`src/cau_pkg.sv`:
```
// Package with opcode codes, decoded instruction types and queue sizing.
`timescale 1ns / 1ps

package cau_pkg;

  // Instruction opcodes as they arrive on the input channel.
  typedef enum logic [3:0] {
    OP_ACI = 4'd0,
    OP_ADC = 4'd1,
    OP_ADD = 4'd2,
    OP_ADI = 4'd3,
    OP_DAA = 4'd4,
    OP_DAD = 4'd5,
    OP_DCR = 4'd6,
    OP_DCX = 4'd7,
    OP_INR = 4'd8,
    OP_INX = 4'd9,
    OP_SBB = 4'd10,
    OP_SBI = 4'd11,
    OP_SUB = 4'd12,
    OP_SUI = 4'd13
  } op_e;

  // Execution classes produced by the front end.
  typedef enum logic [2:0] {
    CLS_NONE,
    CLS_ARITH,
    CLS_DAA,
    CLS_STEP8,
    CLS_STEP16,
    CLS_DAD
  } cls_e;

  // Operand selector codes.
  localparam logic [2:0] SEL_B = 3'd0;
  localparam logic [2:0] SEL_C = 3'd1;
  localparam logic [2:0] SEL_D = 3'd2;
  localparam logic [2:0] SEL_E = 3'd3;
  localparam logic [2:0] SEL_H = 3'd4;
  localparam logic [2:0] SEL_L = 3'd5;
  localparam logic [2:0] SEL_M = 3'd6;
  localparam logic [2:0] SEL_A = 3'd7;

  // Pair selector codes (selector bits 2:1).
  localparam logic [1:0] PAIR_BC   = 2'd0;
  localparam logic [1:0] PAIR_DE   = 2'd1;
  localparam logic [1:0] PAIR_HL   = 2'd2;
  localparam logic [1:0] PAIR_NONE = 2'd3;

  // Depth of the queue between front and back end.
  localparam int unsigned QDepth = 2;
  localparam int unsigned QPtrW  = (QDepth > 1) ? $clog2(QDepth) : 1;
  localparam int unsigned QCntW  = $clog2(QDepth + 1);

  // One decoded instruction as it travels through the queue.
  typedef struct packed {
    cls_e        cls;
    logic        sub;        // subtract for arithmetic, decrement for steps
    logic        use_carry;  // carry or borrow input from the flag
    logic        use_imm;    // second operand is the immediate byte
    logic [2:0]  sel;
    logic [7:0]  imm;
    logic [7:0]  mem;
  } uop_t;

endpackage

```
`src/cau_if.sv`:
```
// Channel interfaces for instruction beats and result beats.
`timescale 1ns / 1ps

interface cau_in_if;
  logic       valid;
  logic       ready;
  logic [3:0] opcode;
  logic [2:0] operand_select;
  logic [7:0] immediate;
  logic [7:0] memory_data;

  modport source (output valid, opcode, operand_select, immediate, memory_data, input ready);
  modport sink (input valid, opcode, operand_select, immediate, memory_data, output ready);
endinterface

interface cau_out_if;
  logic        valid;
  logic        ready;
  logic [7:0]  result_value;
  logic [15:0] pair_value;
  logic [15:0] memory_address;
  logic        memory_write;
  logic        carry_out;
  logic        aux_carry_out;
  logic        sign_out;
  logic        zero_out;
  logic        parity_out;
  logic [15:0] program_counter_out;

  modport source (output valid, result_value, pair_value, memory_address, memory_write,
                  carry_out, aux_carry_out, sign_out, zero_out, parity_out,
                  program_counter_out, input ready);
  modport sink (input valid, result_value, pair_value, memory_address, memory_write,
                carry_out, aux_carry_out, sign_out, zero_out, parity_out,
                program_counter_out, output ready);
endinterface

```
`src/cau_decode.sv`:
```
// Front end: accepts instruction beats and classifies them for execution.
`timescale 1ns / 1ps

module cau_decode (
  cau_in_if.sink        in_i,
  output logic          push_valid_o,
  input  logic          push_ready_i,
  output cau_pkg::uop_t push_uop_o
);
  import cau_pkg::*;

  // Beats pass straight into the queue when it has room.
  assign push_valid_o = in_i.valid;
  assign in_i.ready   = push_ready_i;

  // Opcode classification.
  always_comb begin
    push_uop_o           = '0;
    push_uop_o.cls       = CLS_NONE;
    push_uop_o.sel       = in_i.operand_select;
    push_uop_o.imm       = in_i.immediate;
    push_uop_o.mem       = in_i.memory_data;
    case (op_e'(in_i.opcode))
      OP_ACI: begin
        push_uop_o.cls       = CLS_ARITH;
        push_uop_o.use_carry = 1'b1;
        push_uop_o.use_imm   = 1'b1;
      end
      OP_ADC: begin
        push_uop_o.cls       = CLS_ARITH;
        push_uop_o.use_carry = 1'b1;
      end
      OP_ADD: push_uop_o.cls = CLS_ARITH;
      OP_ADI: begin
        push_uop_o.cls     = CLS_ARITH;
        push_uop_o.use_imm = 1'b1;
      end
      OP_DAA: push_uop_o.cls = CLS_DAA;
      OP_DAD: push_uop_o.cls = CLS_DAD;
      OP_DCR: begin
        push_uop_o.cls = CLS_STEP8;
        push_uop_o.sub = 1'b1;
      end
      OP_DCX: begin
        push_uop_o.cls = CLS_STEP16;
        push_uop_o.sub = 1'b1;
      end
      OP_INR: push_uop_o.cls = CLS_STEP8;
      OP_INX: push_uop_o.cls = CLS_STEP16;
      OP_SBB: begin
        push_uop_o.cls       = CLS_ARITH;
        push_uop_o.sub       = 1'b1;
        push_uop_o.use_carry = 1'b1;
      end
      OP_SBI: begin
        push_uop_o.cls       = CLS_ARITH;
        push_uop_o.sub       = 1'b1;
        push_uop_o.use_carry = 1'b1;
        push_uop_o.use_imm   = 1'b1;
      end
      OP_SUB: begin
        push_uop_o.cls = CLS_ARITH;
        push_uop_o.sub = 1'b1;
      end
      OP_SUI: begin
        push_uop_o.cls     = CLS_ARITH;
        push_uop_o.sub     = 1'b1;
        push_uop_o.use_imm = 1'b1;
      end
      default: push_uop_o.cls = CLS_NONE;
    endcase
  end

endmodule

```
`src/cau_queue.sv`:
```
// Short queue of decoded instructions between front and back end.
`timescale 1ns / 1ps

module cau_queue (
  input  logic          clk_i,
  input  logic          rst_ni,
  input  logic          push_valid_i,
  output logic          push_ready_o,
  input  cau_pkg::uop_t push_uop_i,
  output logic          pop_valid_o,
  input  logic          pop_ready_i,
  output cau_pkg::uop_t pop_uop_o
);
  import cau_pkg::*;

  uop_t             store_q [QDepth];
  logic [QPtrW-1:0] wr_ptr_q, wr_ptr_d;
  logic [QPtrW-1:0] rd_ptr_q, rd_ptr_d;
  logic [QCntW-1:0] count_q, count_d;
  logic             push, pop;

  assign push_ready_o = (count_q != QCntW'(QDepth));
  assign pop_valid_o  = (count_q != '0);
  assign push         = push_valid_i && push_ready_o;
  assign pop          = pop_valid_o && pop_ready_i;
  assign pop_uop_o    = store_q[rd_ptr_q];

  // Pointer and fill count update.
  always_comb begin
    wr_ptr_d = wr_ptr_q;
    rd_ptr_d = rd_ptr_q;
    count_d  = count_q;
    if (push) begin
      wr_ptr_d = (wr_ptr_q == QPtrW'(QDepth - 1)) ? '0 : wr_ptr_q + QPtrW'(1);
    end
    if (pop) begin
      rd_ptr_d = (rd_ptr_q == QPtrW'(QDepth - 1)) ? '0 : rd_ptr_q + QPtrW'(1);
    end
    case ({push, pop})
      2'b10:   count_d = count_q + QCntW'(1);
      2'b01:   count_d = count_q - QCntW'(1);
      default: count_d = count_q;
    endcase
  end

  always_ff @(posedge clk_i or negedge rst_ni) begin
    if (!rst_ni) begin
      wr_ptr_q <= '0;
      rd_ptr_q <= '0;
      count_q  <= '0;
    end else begin
      wr_ptr_q <= wr_ptr_d;
      rd_ptr_q <= rd_ptr_d;
      count_q  <= count_d;
    end
  end

  // Entry storage.
  always_ff @(posedge clk_i) begin
    if (push) begin
      store_q[wr_ptr_q] <= push_uop_i;
    end
  end

endmodule

```
`src/cau_execute.sv`:
```
// Back end: register file, flags, program counter and the result register.
`timescale 1ns / 1ps

module cau_execute (
  input  logic          clk_i,
  input  logic          rst_ni,
  input  logic          uop_valid_i,
  output logic          uop_ready_o,
  input  cau_pkg::uop_t uop_i,
  cau_out_if.source     out_o
);
  import cau_pkg::*;

  // Architectural state.
  logic [7:0]  b_q, c_q, d_q, e_q, h_q, l_q, a_q;
  logic [7:0]  b_d, c_d, d_d, e_d, h_d, l_d, a_d;
  logic        cy_q, ac_q, s_q, z_q, p_q;
  logic        cy_d, ac_d, s_d, z_d, p_d;
  logic [15:0] pc_q, pc_d;

  // Result register.
  logic        valid_q;
  logic [7:0]  res_q, res_d;
  logic [15:0] pair_q, pair_d;
  logic [15:0] addr_q;
  logic        mw_q, mw_d;

  logic        fire;
  logic [7:0]  src8, opnd, addend;
  logic        cin;
  logic [8:0]  sum9;
  logic [4:0]  nib5;
  logic [8:0]  daa_v;
  logic [15:0] hl, cur16;
  logic [16:0] sum17;
  logic        set_szp;

  assign uop_ready_o = !valid_q || out_o.ready;
  assign fire        = uop_valid_i && uop_ready_o;
  assign hl          = {h_q, l_q};

  // Operand fetch for the 8-bit and the pair paths.
  always_comb begin
    case (uop_i.sel)
      SEL_B:   src8 = b_q;
      SEL_C:   src8 = c_q;
      SEL_D:   src8 = d_q;
      SEL_E:   src8 = e_q;
      SEL_H:   src8 = h_q;
      SEL_L:   src8 = l_q;
      SEL_M:   src8 = uop_i.mem;
      default: src8 = a_q;
    endcase
    case (uop_i.sel[2:1])
      PAIR_BC: cur16 = {b_q, c_q};
      PAIR_DE: cur16 = {d_q, e_q};
      PAIR_HL: cur16 = {h_q, l_q};
      default: cur16 = '0;
    endcase
  end

  // Shared 8-bit adder; subtraction adds the inverted operand.
  always_comb begin
    opnd   = uop_i.use_imm ? uop_i.imm : src8;
    addend = uop_i.sub ? ~opnd : opnd;
    if (uop_i.sub) begin
      cin = uop_i.use_carry ? ~cy_q : 1'b1;
    end else begin
      cin = uop_i.use_carry ? cy_q : 1'b0;
    end
    sum9  = {1'b0, a_q} + {1'b0, addend} + {8'd0, cin};
    nib5  = {1'b0, a_q[3:0]} + {1'b0, addend[3:0]} + {4'd0, cin};
    sum17 = {1'b0, hl} + {1'b0, cur16};
  end

  // Next state of registers, flags and the result fields.
  always_comb begin
    b_d = b_q; c_d = c_q; d_d = d_q; e_d = e_q; h_d = h_q; l_d = l_q; a_d = a_q;
    cy_d    = cy_q;
    ac_d    = ac_q;
    res_d   = '0;
    pair_d  = '0;
    mw_d    = 1'b0;
    daa_v   = {1'b0, a_q};
    set_szp = 1'b0;
    pc_d    = pc_q + 16'd1;
    case (uop_i.cls)
      CLS_ARITH: begin
        res_d   = sum9[7:0];
        cy_d    = sum9[8] ^ uop_i.sub;
        ac_d    = nib5[4];
        a_d     = sum9[7:0];
        set_szp = 1'b1;
      end
      CLS_DAA: begin
        // Low nibble adjust, then high nibble adjust.
        if ((a_q[3:0] > 4'd9) || ac_q) begin
          ac_d  = (a_q[3:0] > 4'd9);
          daa_v = {1'b0, a_q} + 9'h006;
        end else begin
          ac_d = 1'b0;
        end
        if ((daa_v > 9'h09F) || cy_q) begin
          cy_d  = 1'b1;
          res_d = daa_v[7:0] + 8'h60;
        end else begin
          cy_d  = 1'b0;
          res_d = daa_v[7:0];
        end
        a_d     = res_d;
        set_szp = 1'b1;
      end
      CLS_STEP8: begin
        if (uop_i.sub) begin
          res_d = src8 - 8'd1;
          ac_d  = (res_d[3:0] != 4'hF);
        end else begin
          res_d = src8 + 8'd1;
          ac_d  = (res_d[3:0] == 4'h0);
        end
        set_szp = 1'b1;
        case (uop_i.sel)
          SEL_B:   b_d = res_d;
          SEL_C:   c_d = res_d;
          SEL_D:   d_d = res_d;
          SEL_E:   e_d = res_d;
          SEL_H:   h_d = res_d;
          SEL_L:   l_d = res_d;
          SEL_M:   mw_d = 1'b1;
          default: a_d = res_d;
        endcase
      end
      CLS_STEP16, CLS_DAD: begin
        if (uop_i.sel[2:1] != PAIR_NONE) begin
          if (uop_i.cls == CLS_DAD) begin
            pair_d = sum17[15:0];
            cy_d   = sum17[16];
            h_d    = pair_d[15:8];
            l_d    = pair_d[7:0];
          end else begin
            pair_d = uop_i.sub ? cur16 - 16'd1 : cur16 + 16'd1;
            case (uop_i.sel[2:1])
              PAIR_BC: begin
                b_d = pair_d[15:8];
                c_d = pair_d[7:0];
              end
              PAIR_DE: begin
                d_d = pair_d[15:8];
                e_d = pair_d[7:0];
              end
              default: begin
                h_d = pair_d[15:8];
                l_d = pair_d[7:0];
              end
            endcase
          end
        end
      end
      default: begin
        res_d = '0;
      end
    endcase
    s_d = set_szp ? res_d[7] : s_q;
    z_d = set_szp ? (res_d == 8'd0) : z_q;
    p_d = set_szp ? ~^res_d : p_q;
  end

  // State registers advance once per executed instruction.
  always_ff @(posedge clk_i or negedge rst_ni) begin
    if (!rst_ni) begin
      b_q  <= '0;
      c_q  <= '0;
      d_q  <= '0;
      e_q  <= '0;
      h_q  <= '0;
      l_q  <= '0;
      a_q  <= '0;
      cy_q <= 1'b0;
      ac_q <= 1'b0;
      s_q  <= 1'b0;
      z_q  <= 1'b0;
      p_q  <= 1'b0;
      pc_q <= '0;
    end else if (fire) begin
      b_q  <= b_d;
      c_q  <= c_d;
      d_q  <= d_d;
      e_q  <= e_d;
      h_q  <= h_d;
      l_q  <= l_d;
      a_q  <= a_d;
      cy_q <= cy_d;
      ac_q <= ac_d;
      s_q  <= s_d;
      z_q  <= z_d;
      p_q  <= p_d;
      pc_q <= pc_d;
    end
  end

  // Output beat valid flag.
  always_ff @(posedge clk_i or negedge rst_ni) begin
    if (!rst_ni) begin
      valid_q <= 1'b0;
    end else if (uop_ready_o) begin
      valid_q <= uop_valid_i;
    end
  end

  // Output beat payload.
  always_ff @(posedge clk_i) begin
    if (fire) begin
      res_q  <= res_d;
      pair_q <= pair_d;
      addr_q <= hl;
      mw_q   <= mw_d;
    end
  end

  assign out_o.valid               = valid_q;
  assign out_o.result_value        = res_q;
  assign out_o.pair_value          = pair_q;
  assign out_o.memory_address      = addr_q;
  assign out_o.memory_write        = mw_q;
  assign out_o.carry_out           = cy_q;
  assign out_o.aux_carry_out       = ac_q;
  assign out_o.sign_out            = s_q;
  assign out_o.zero_out            = z_q;
  assign out_o.parity_out          = p_q;
  assign out_o.program_counter_out = pc_q;

endmodule

```
`src/cpu8_arithmetic_unit_core.sv`:
```
// Top level of the 8-bit CPU arithmetic unit.
//
//   Channel  Direction  Payload
//   in_i     sink       opcode, operand_select, immediate, memory_data
//   out_o    source     result_value, pair_value, memory_address, memory_write,
//                       flags, program_counter_out
//
// One instruction per cycle sustained while out_o.ready stays high; a beat taken
// is first stored in the two-entry queue, then executes and its result is
// written to the result register, from which its result beat is offered.
// The rate is set by the execute stage, where each instruction reads and
// updates the register file and flags before the next one.
// Reset clears the general registers, the flags and the program counter at once.
// While the result register is held, the queue absorbs up to two beats, then
// in_i.ready drops.
`timescale 1ns / 1ps

module cpu8_arithmetic_unit_core (
  input  logic      clk_i,
  input  logic      rst_ni,
  cau_in_if.sink    in_i,
  cau_out_if.source out_o
);
  import cau_pkg::*;

  logic push_valid;
  logic push_ready;
  uop_t push_uop;
  uop_t pop_uop;
  logic pop_valid;
  logic pop_ready;

  cau_decode u_decode (
    .in_i         (in_i),
    .push_valid_o (push_valid),
    .push_ready_i (push_ready),
    .push_uop_o   (push_uop)
  );

  cau_queue u_queue (
    .clk_i        (clk_i),
    .rst_ni       (rst_ni),
    .push_valid_i (push_valid),
    .push_ready_o (push_ready),
    .push_uop_i   (push_uop),
    .pop_valid_o  (pop_valid),
    .pop_ready_i  (pop_ready),
    .pop_uop_o    (pop_uop)
  );

  cau_execute u_execute (
    .clk_i       (clk_i),
    .rst_ni      (rst_ni),
    .uop_valid_i (pop_valid),
    .uop_ready_o (pop_ready),
    .uop_i       (pop_uop),
    .out_o       (out_o)
  );

endmodule

```
`src/flat_wrapper.sv`:
```
// flat-port wrapper written by rule: the top's interface ports become plain ports
module cpu8_arithmetic_unit_core_flat import cau_pkg::*;
  (clk_i, rst_ni, in_i_valid, in_i_opcode, in_i_operand_select, in_i_immediate, in_i_memory_data, in_i_ready, out_o_valid, out_o_result_value, out_o_pair_value, out_o_memory_address, out_o_memory_write, out_o_carry_out, out_o_aux_carry_out, out_o_sign_out, out_o_zero_out, out_o_parity_out, out_o_program_counter_out, out_o_ready);
  cau_in_if in_i_i ();
  cau_out_if out_o_i ();
  input  logic clk_i;
  input  logic rst_ni;
  input wire logic [$bits(in_i_i.valid)-1:0] in_i_valid;
  input wire logic [$bits(in_i_i.opcode)-1:0] in_i_opcode;
  input wire logic [$bits(in_i_i.operand_select)-1:0] in_i_operand_select;
  input wire logic [$bits(in_i_i.immediate)-1:0] in_i_immediate;
  input wire logic [$bits(in_i_i.memory_data)-1:0] in_i_memory_data;
  output wire logic [$bits(in_i_i.ready)-1:0] in_i_ready;
  output wire logic [$bits(out_o_i.valid)-1:0] out_o_valid;
  output wire logic [$bits(out_o_i.result_value)-1:0] out_o_result_value;
  output wire logic [$bits(out_o_i.pair_value)-1:0] out_o_pair_value;
  output wire logic [$bits(out_o_i.memory_address)-1:0] out_o_memory_address;
  output wire logic [$bits(out_o_i.memory_write)-1:0] out_o_memory_write;
  output wire logic [$bits(out_o_i.carry_out)-1:0] out_o_carry_out;
  output wire logic [$bits(out_o_i.aux_carry_out)-1:0] out_o_aux_carry_out;
  output wire logic [$bits(out_o_i.sign_out)-1:0] out_o_sign_out;
  output wire logic [$bits(out_o_i.zero_out)-1:0] out_o_zero_out;
  output wire logic [$bits(out_o_i.parity_out)-1:0] out_o_parity_out;
  output wire logic [$bits(out_o_i.program_counter_out)-1:0] out_o_program_counter_out;
  input wire logic [$bits(out_o_i.ready)-1:0] out_o_ready;
  assign in_i_i.valid = in_i_valid;
  assign in_i_i.opcode = in_i_opcode;
  assign in_i_i.operand_select = in_i_operand_select;
  assign in_i_i.immediate = in_i_immediate;
  assign in_i_i.memory_data = in_i_memory_data;
  assign in_i_ready = in_i_i.ready;
  assign out_o_valid = out_o_i.valid;
  assign out_o_result_value = out_o_i.result_value;
  assign out_o_pair_value = out_o_i.pair_value;
  assign out_o_memory_address = out_o_i.memory_address;
  assign out_o_memory_write = out_o_i.memory_write;
  assign out_o_carry_out = out_o_i.carry_out;
  assign out_o_aux_carry_out = out_o_i.aux_carry_out;
  assign out_o_sign_out = out_o_i.sign_out;
  assign out_o_zero_out = out_o_i.zero_out;
  assign out_o_parity_out = out_o_i.parity_out;
  assign out_o_program_counter_out = out_o_i.program_counter_out;
  assign out_o_i.ready = out_o_ready;
  cpu8_arithmetic_unit_core u_core (.clk_i(clk_i), .rst_ni(rst_ni), .in_i(in_i_i), .out_o(out_o_i));
endmodule
```
`config.mk`:
```
export PLATFORM = sky130hd
export DESIGN_NAME = cpu8_arithmetic_unit_core_flat
export DESIGN_NICKNAME = d
export VERILOG_FILES = /design/src/cau_pkg.sv /design/src/cau_if.sv /design/src/cau_decode.sv /design/src/cau_queue.sv /design/src/cau_execute.sv /design/src/cpu8_arithmetic_unit_core.sv /design/src/flat_wrapper.sv
export SDC_FILE = /design/constraint.sdc
export NUM_CORES = 1
export LEC_CHECK = 0
export BUFFER_PORTS_ARGS = -buffer_cell sky130_fd_sc_hd__buf_2
export CAP_MARGIN = 20
export CORE_AREA = 2 2 164 166
export DETAILED_ROUTE_END_ITERATION = 6
export DIE_AREA = 0 0 166 168
export PLACE_DENSITY = 0.62
export SETUP_SLACK_MARGIN = 0.4
export SYNTH_ARGS = -nofsm -noshare
export SYNTH_HDL_FRONTEND = slang
export SYNTH_SLANG_ARGS = --single-unit
```
`constraint.sdc`:
```
create_clock -name clk_i -period 5.86 [get_ports clk_i]
set_clock_uncertainty 0.1 [all_clocks]
set_input_delay 0 -clock clk_i [delete_from_list [all_inputs] [get_ports clk_i]]
set_output_delay 0 -clock clk_i [all_outputs]
set_load 0.005 [all_outputs]
```
==> impl_metrics.py <==
metrics = {
    "yosys": {
        "avgSynthCellArea_um2": 10.1,
        "synth_edf_count": 91,
        "synth_flop_cell": "edfxtp_1",
        "synth-warning-count": 0,
        "syn_nets": 1131,
        "synth-seq-cells": 173,
        "synth_top_area_share_pct": 25.8,
        "ys_seq_area_share_pct": 45.2,
        "synth_area_leader_cell": "edfxtp_1",
        "syn_area_mm2": 0.0106,
        "syn_inst": 1051,
        "synthArstFlopShare_pct": 47.4,
        "ys_types": 82,
        "synth_area_leaders": "edfxtp_1, dfrtp_1, ha_1",
    },
    "floorplanning": {
        "io-pin-count": 91,
        "die_w_um": 166,
        "die_height_um": 168,
        "std_cell_rows": 60,
        "die_area_mm2": 0.0279,
        "core_mm2": 0.0264,
        "start_util_pct": 40.1,
    },
    "final_layout": {
        "seqCellArea_mm2": 0.00479,
        "final_area_mm2": 0.0123,
        "fillCellCount": 2494,
        "antenna_cells": 0,
        "layout_commonest_cell": "nor2_1",
        "syn_to_final_growth_pct": 16.7,
        "layout_common_cells": "nor2_1, nand2_1, edfxtp_1",
        "multiInputGateArea_mm2": 0.00553,
        "drive_gt1_share_pct": 16.6,
        "fin_cells": 1529,
        "nNetsFinal": 1255,
    },
    "status": {
        "status": "finished, violations left",
        "violations": "negative hold slack",
    },
    "clock_network": {
        "clock_sinks": 173,
        "cts-buffers-inserted": 17,
        "clock_latency_ns": 0.44,
        "ctsLongestPathBuffers": 2,
        "clock-root-buffer": "clkbuf_16",
        "path_clk_slew_ns": 0.08,
        "cts_tree": "built",
        "htreeDepth": 4,
    },
    "sta": {
        "setup_viol_count_final": 0,
        "slew_headroom_pct": 30.8,
        "drv_slew": 0,
        "hold_ws_ns": -0.0154,
        "worst_slew_pin_slew_ns": 1.01,
        "rsz0062_at_grt": "no",
        "finalHoldViolCount": 6,
        "fmax_mhz": 197,
        "layout_min_cycle_time_ns": 5.08,
        "post-route-period-util_pct": 86.6,
        "setup_tns_ns": 0,
    },
    "grt": {
        "grt_max_degree": 50,
        "grt_overflow": 0,
        "grt_pass1_wl_mm": 46.2,
        "grt_use_total_pct": 21.1,
        "grt_antenna_before_repair": 0,
        "grt_pass1_vias": 8183,
    },
    "drt": {
        "wirelength_mm": 29.7,
        "drt_pass1_iterations": 5,
        "drc": 0,
        "viasPerCell": 5.66,
        "drt_iter0_markers": 841,
        "vias": 8656,
        "post_drt_wl_per_cell_um": 19.4,
        "drtAntennaViolNets": 0,
    },
    "placement": {
        "portBuffers": 90,
        "dpl.cell_count": 1458,
        "gp_congestion": 0.947,
        "dpl.hpwl_mm": 21.4,
        "place_area_mm2": 0.0114,
    },
    "critical_path": {
        "criticalPathCategory": "flop to flop",
        "crit_required_ns": 6.07,
        "path_max_fanout": 15,
        "cp-end-kind": "flop",
        "start_kind": "flop",
        "arrival_ns": 5.29,
    },
    "job": {
        "drv_cap": 0,
    },
    "min_path": {
        "hp-class": "primary input to async pin",
    },
}
-- registers in the layout, indices dropped and copies added (netlist names) --
signal                                      flops
u_core.u_queue.rd_ptr_q                         1
u_core.u_execute.out_o.result_value             8
u_core.u_execute.out_o.carry_out                1
u_core.u_execute.d_q                            8
u_core.u_execute.out_o.zero_out                 1
u_core.u_execute.out_o.parity_out               1
u_core.u_execute.c_q                            8
u_core.u_execute.l_q                            8
u_core.u_execute.a_q                            8
u_core.u_execute.out_o.memory_address          16
u_core.u_queue.store_q                         50
u_core.u_queue.count_q                          2
u_core.u_queue.wr_ptr_q                         1
u_core.u_execute.out_o.memory_write             1
u_core.u_execute.b_q                            8
u_core.u_execute.h_q                            8
u_core.u_execute.out_o.pair_value              16
u_core.u_execute.e_q                            8
u_core.u_execute.out_o.program_counter_out     16
u_core.u_execute.out_o.aux_carry_out            1
u_core.u_execute.out_o.valid                    1
u_core.u_execute.out_o.sign_out                 1
-- worst paths after layout --
path	startpoint	end	slack, ns	depth (start not counted)
setup / recovery	u_core.u_queue.rd_ptr_q$_DFFE_PN0P_	u_core.u_execute.out_o.parity_out$_DFFE_PN0P_	0.78	20
setup reg to reg	u_core.u_queue.rd_ptr_q$_DFFE_PN0P_	u_core.u_execute.out_o.parity_out$_DFFE_PN0P_	0.78	20
hold / removal	rst_ni	u_core.u_execute.out_o.program_counter_out[5]$_DFFE_PN0P_	-0.02	3
max in group asynchronous	rst_ni	u_core.u_execute.e_q[3]$_DFFE_PN0P_	5.01	3
min in group clk_i	in_i_memory_data[2]	u_core.u_queue.store_q[0][2]$_DFFE_PP_	0.18	2
hold reg to reg	u_core.u_execute.out_o.program_counter_out[15]$_DFFE_PN0P_	u_core.u_execute.out_o.program_counter_out[15]$_DFFE_PN0P_	0.36	1
-- cells by family after synthesis --
| group | Yosys count | synth area share, % |
|---|---|---|
| muxes | 47 | 5.04 |
| xor gates and xnor gates | 76 | 6.36 |
| adders and majority gates | 53 | 6.55 |
| AOI/OAI and AO/OA | 278 | 18.0 |
| and+or+nand+nor | 357 | 15.9 |
| buffers and inverters | 67 | 2.95 |
| DFF | 173 | 45.2 |
-- synth_stat cells (11+ instances only) --
master    count
nor2_1      130
nand2_1      97
edfxtp_1     91
dfrtp_1      82
a21oi_1      76
xnor2_1      52
ha_1         49
o21ai_0      44
mux2i_1      32
a31oi_1      31
inv_1        25
clkbuf_1     23
xor2_1       23
nor3_1       22
and3_1       17
nand3_1      15
a211oi_1     14
a21o_1       13
nand2b_1     13
nor2b_1      11
-- critical path: stages, from the launching register on --
cell,delay (ns)
dfrtp_4,0.57
mux2i_4,0.39
mux2i_1,0.27
o2bb2ai_1,0.20
o21ai_1,0.20
nand2_1,0.12
a21oi_1,0.19
xnor2_1,0.10
fa_1,0.44
fa_1,0.41
a21o_1,0.18
a21oi_1,0.28
o21bai_1,0.11
a21oi_1,0.23
xnor2_1,0.17
nand2_1,0.09
and2_1,0.19
ha_1,0.29
xnor2_1,0.19
xnor2_1,0.13
o21ai_0,0.08
-- metrics by stage --
step / setup WS [ns] / utilization [%] / hold slack (ns)
2_1_floorplan: 1.09 / - / -0.396
3_3_place_gp: 0.727 / 43.2 / -0.103
3_5_place_dp: 0.658 / 43.2 / -0.102
4_1_cts: 0.639 / 46.5 / 0.00443
5_1_grt: 0.385 / 46.9 / 0.0380
6_report: 0.784 / 46.9 / -0.0154
-- routing by layer --
layer | part of all wire, % | vias up | GRT usage, %
li1 | - | 4114 | -
met1 | 45 | 4165 | 29.2
met5 | 0 | - | 0
met3 | 6.9 | 52 | 3.93
met2 | 45 | 325 | 33.0
met4 | 2.8 | 0 | 8.36
-- what timing repair did --
action	in CTS	in global routing
hold endpoints to repair	86	0
buffers inserted	0	7
setup endpoints to repair	0	1
hold buffers	29	0
gates resized for setup	0	4
-- cell type report --
cell class | count | area share [%]
inverter | 27 | 0.821
timing repair buffer | 143 | 7.56
clock buffer | 17 | 3.45
clock inverter | 15 | 1.17
sequential | 173 | 38.8
tap | 341 | 3.46
multi-input combinational | 813 | 44.8
Power is not shown: default switching activity piles up to over one toggle a cycle in this logic, so the estimate is an artifact.
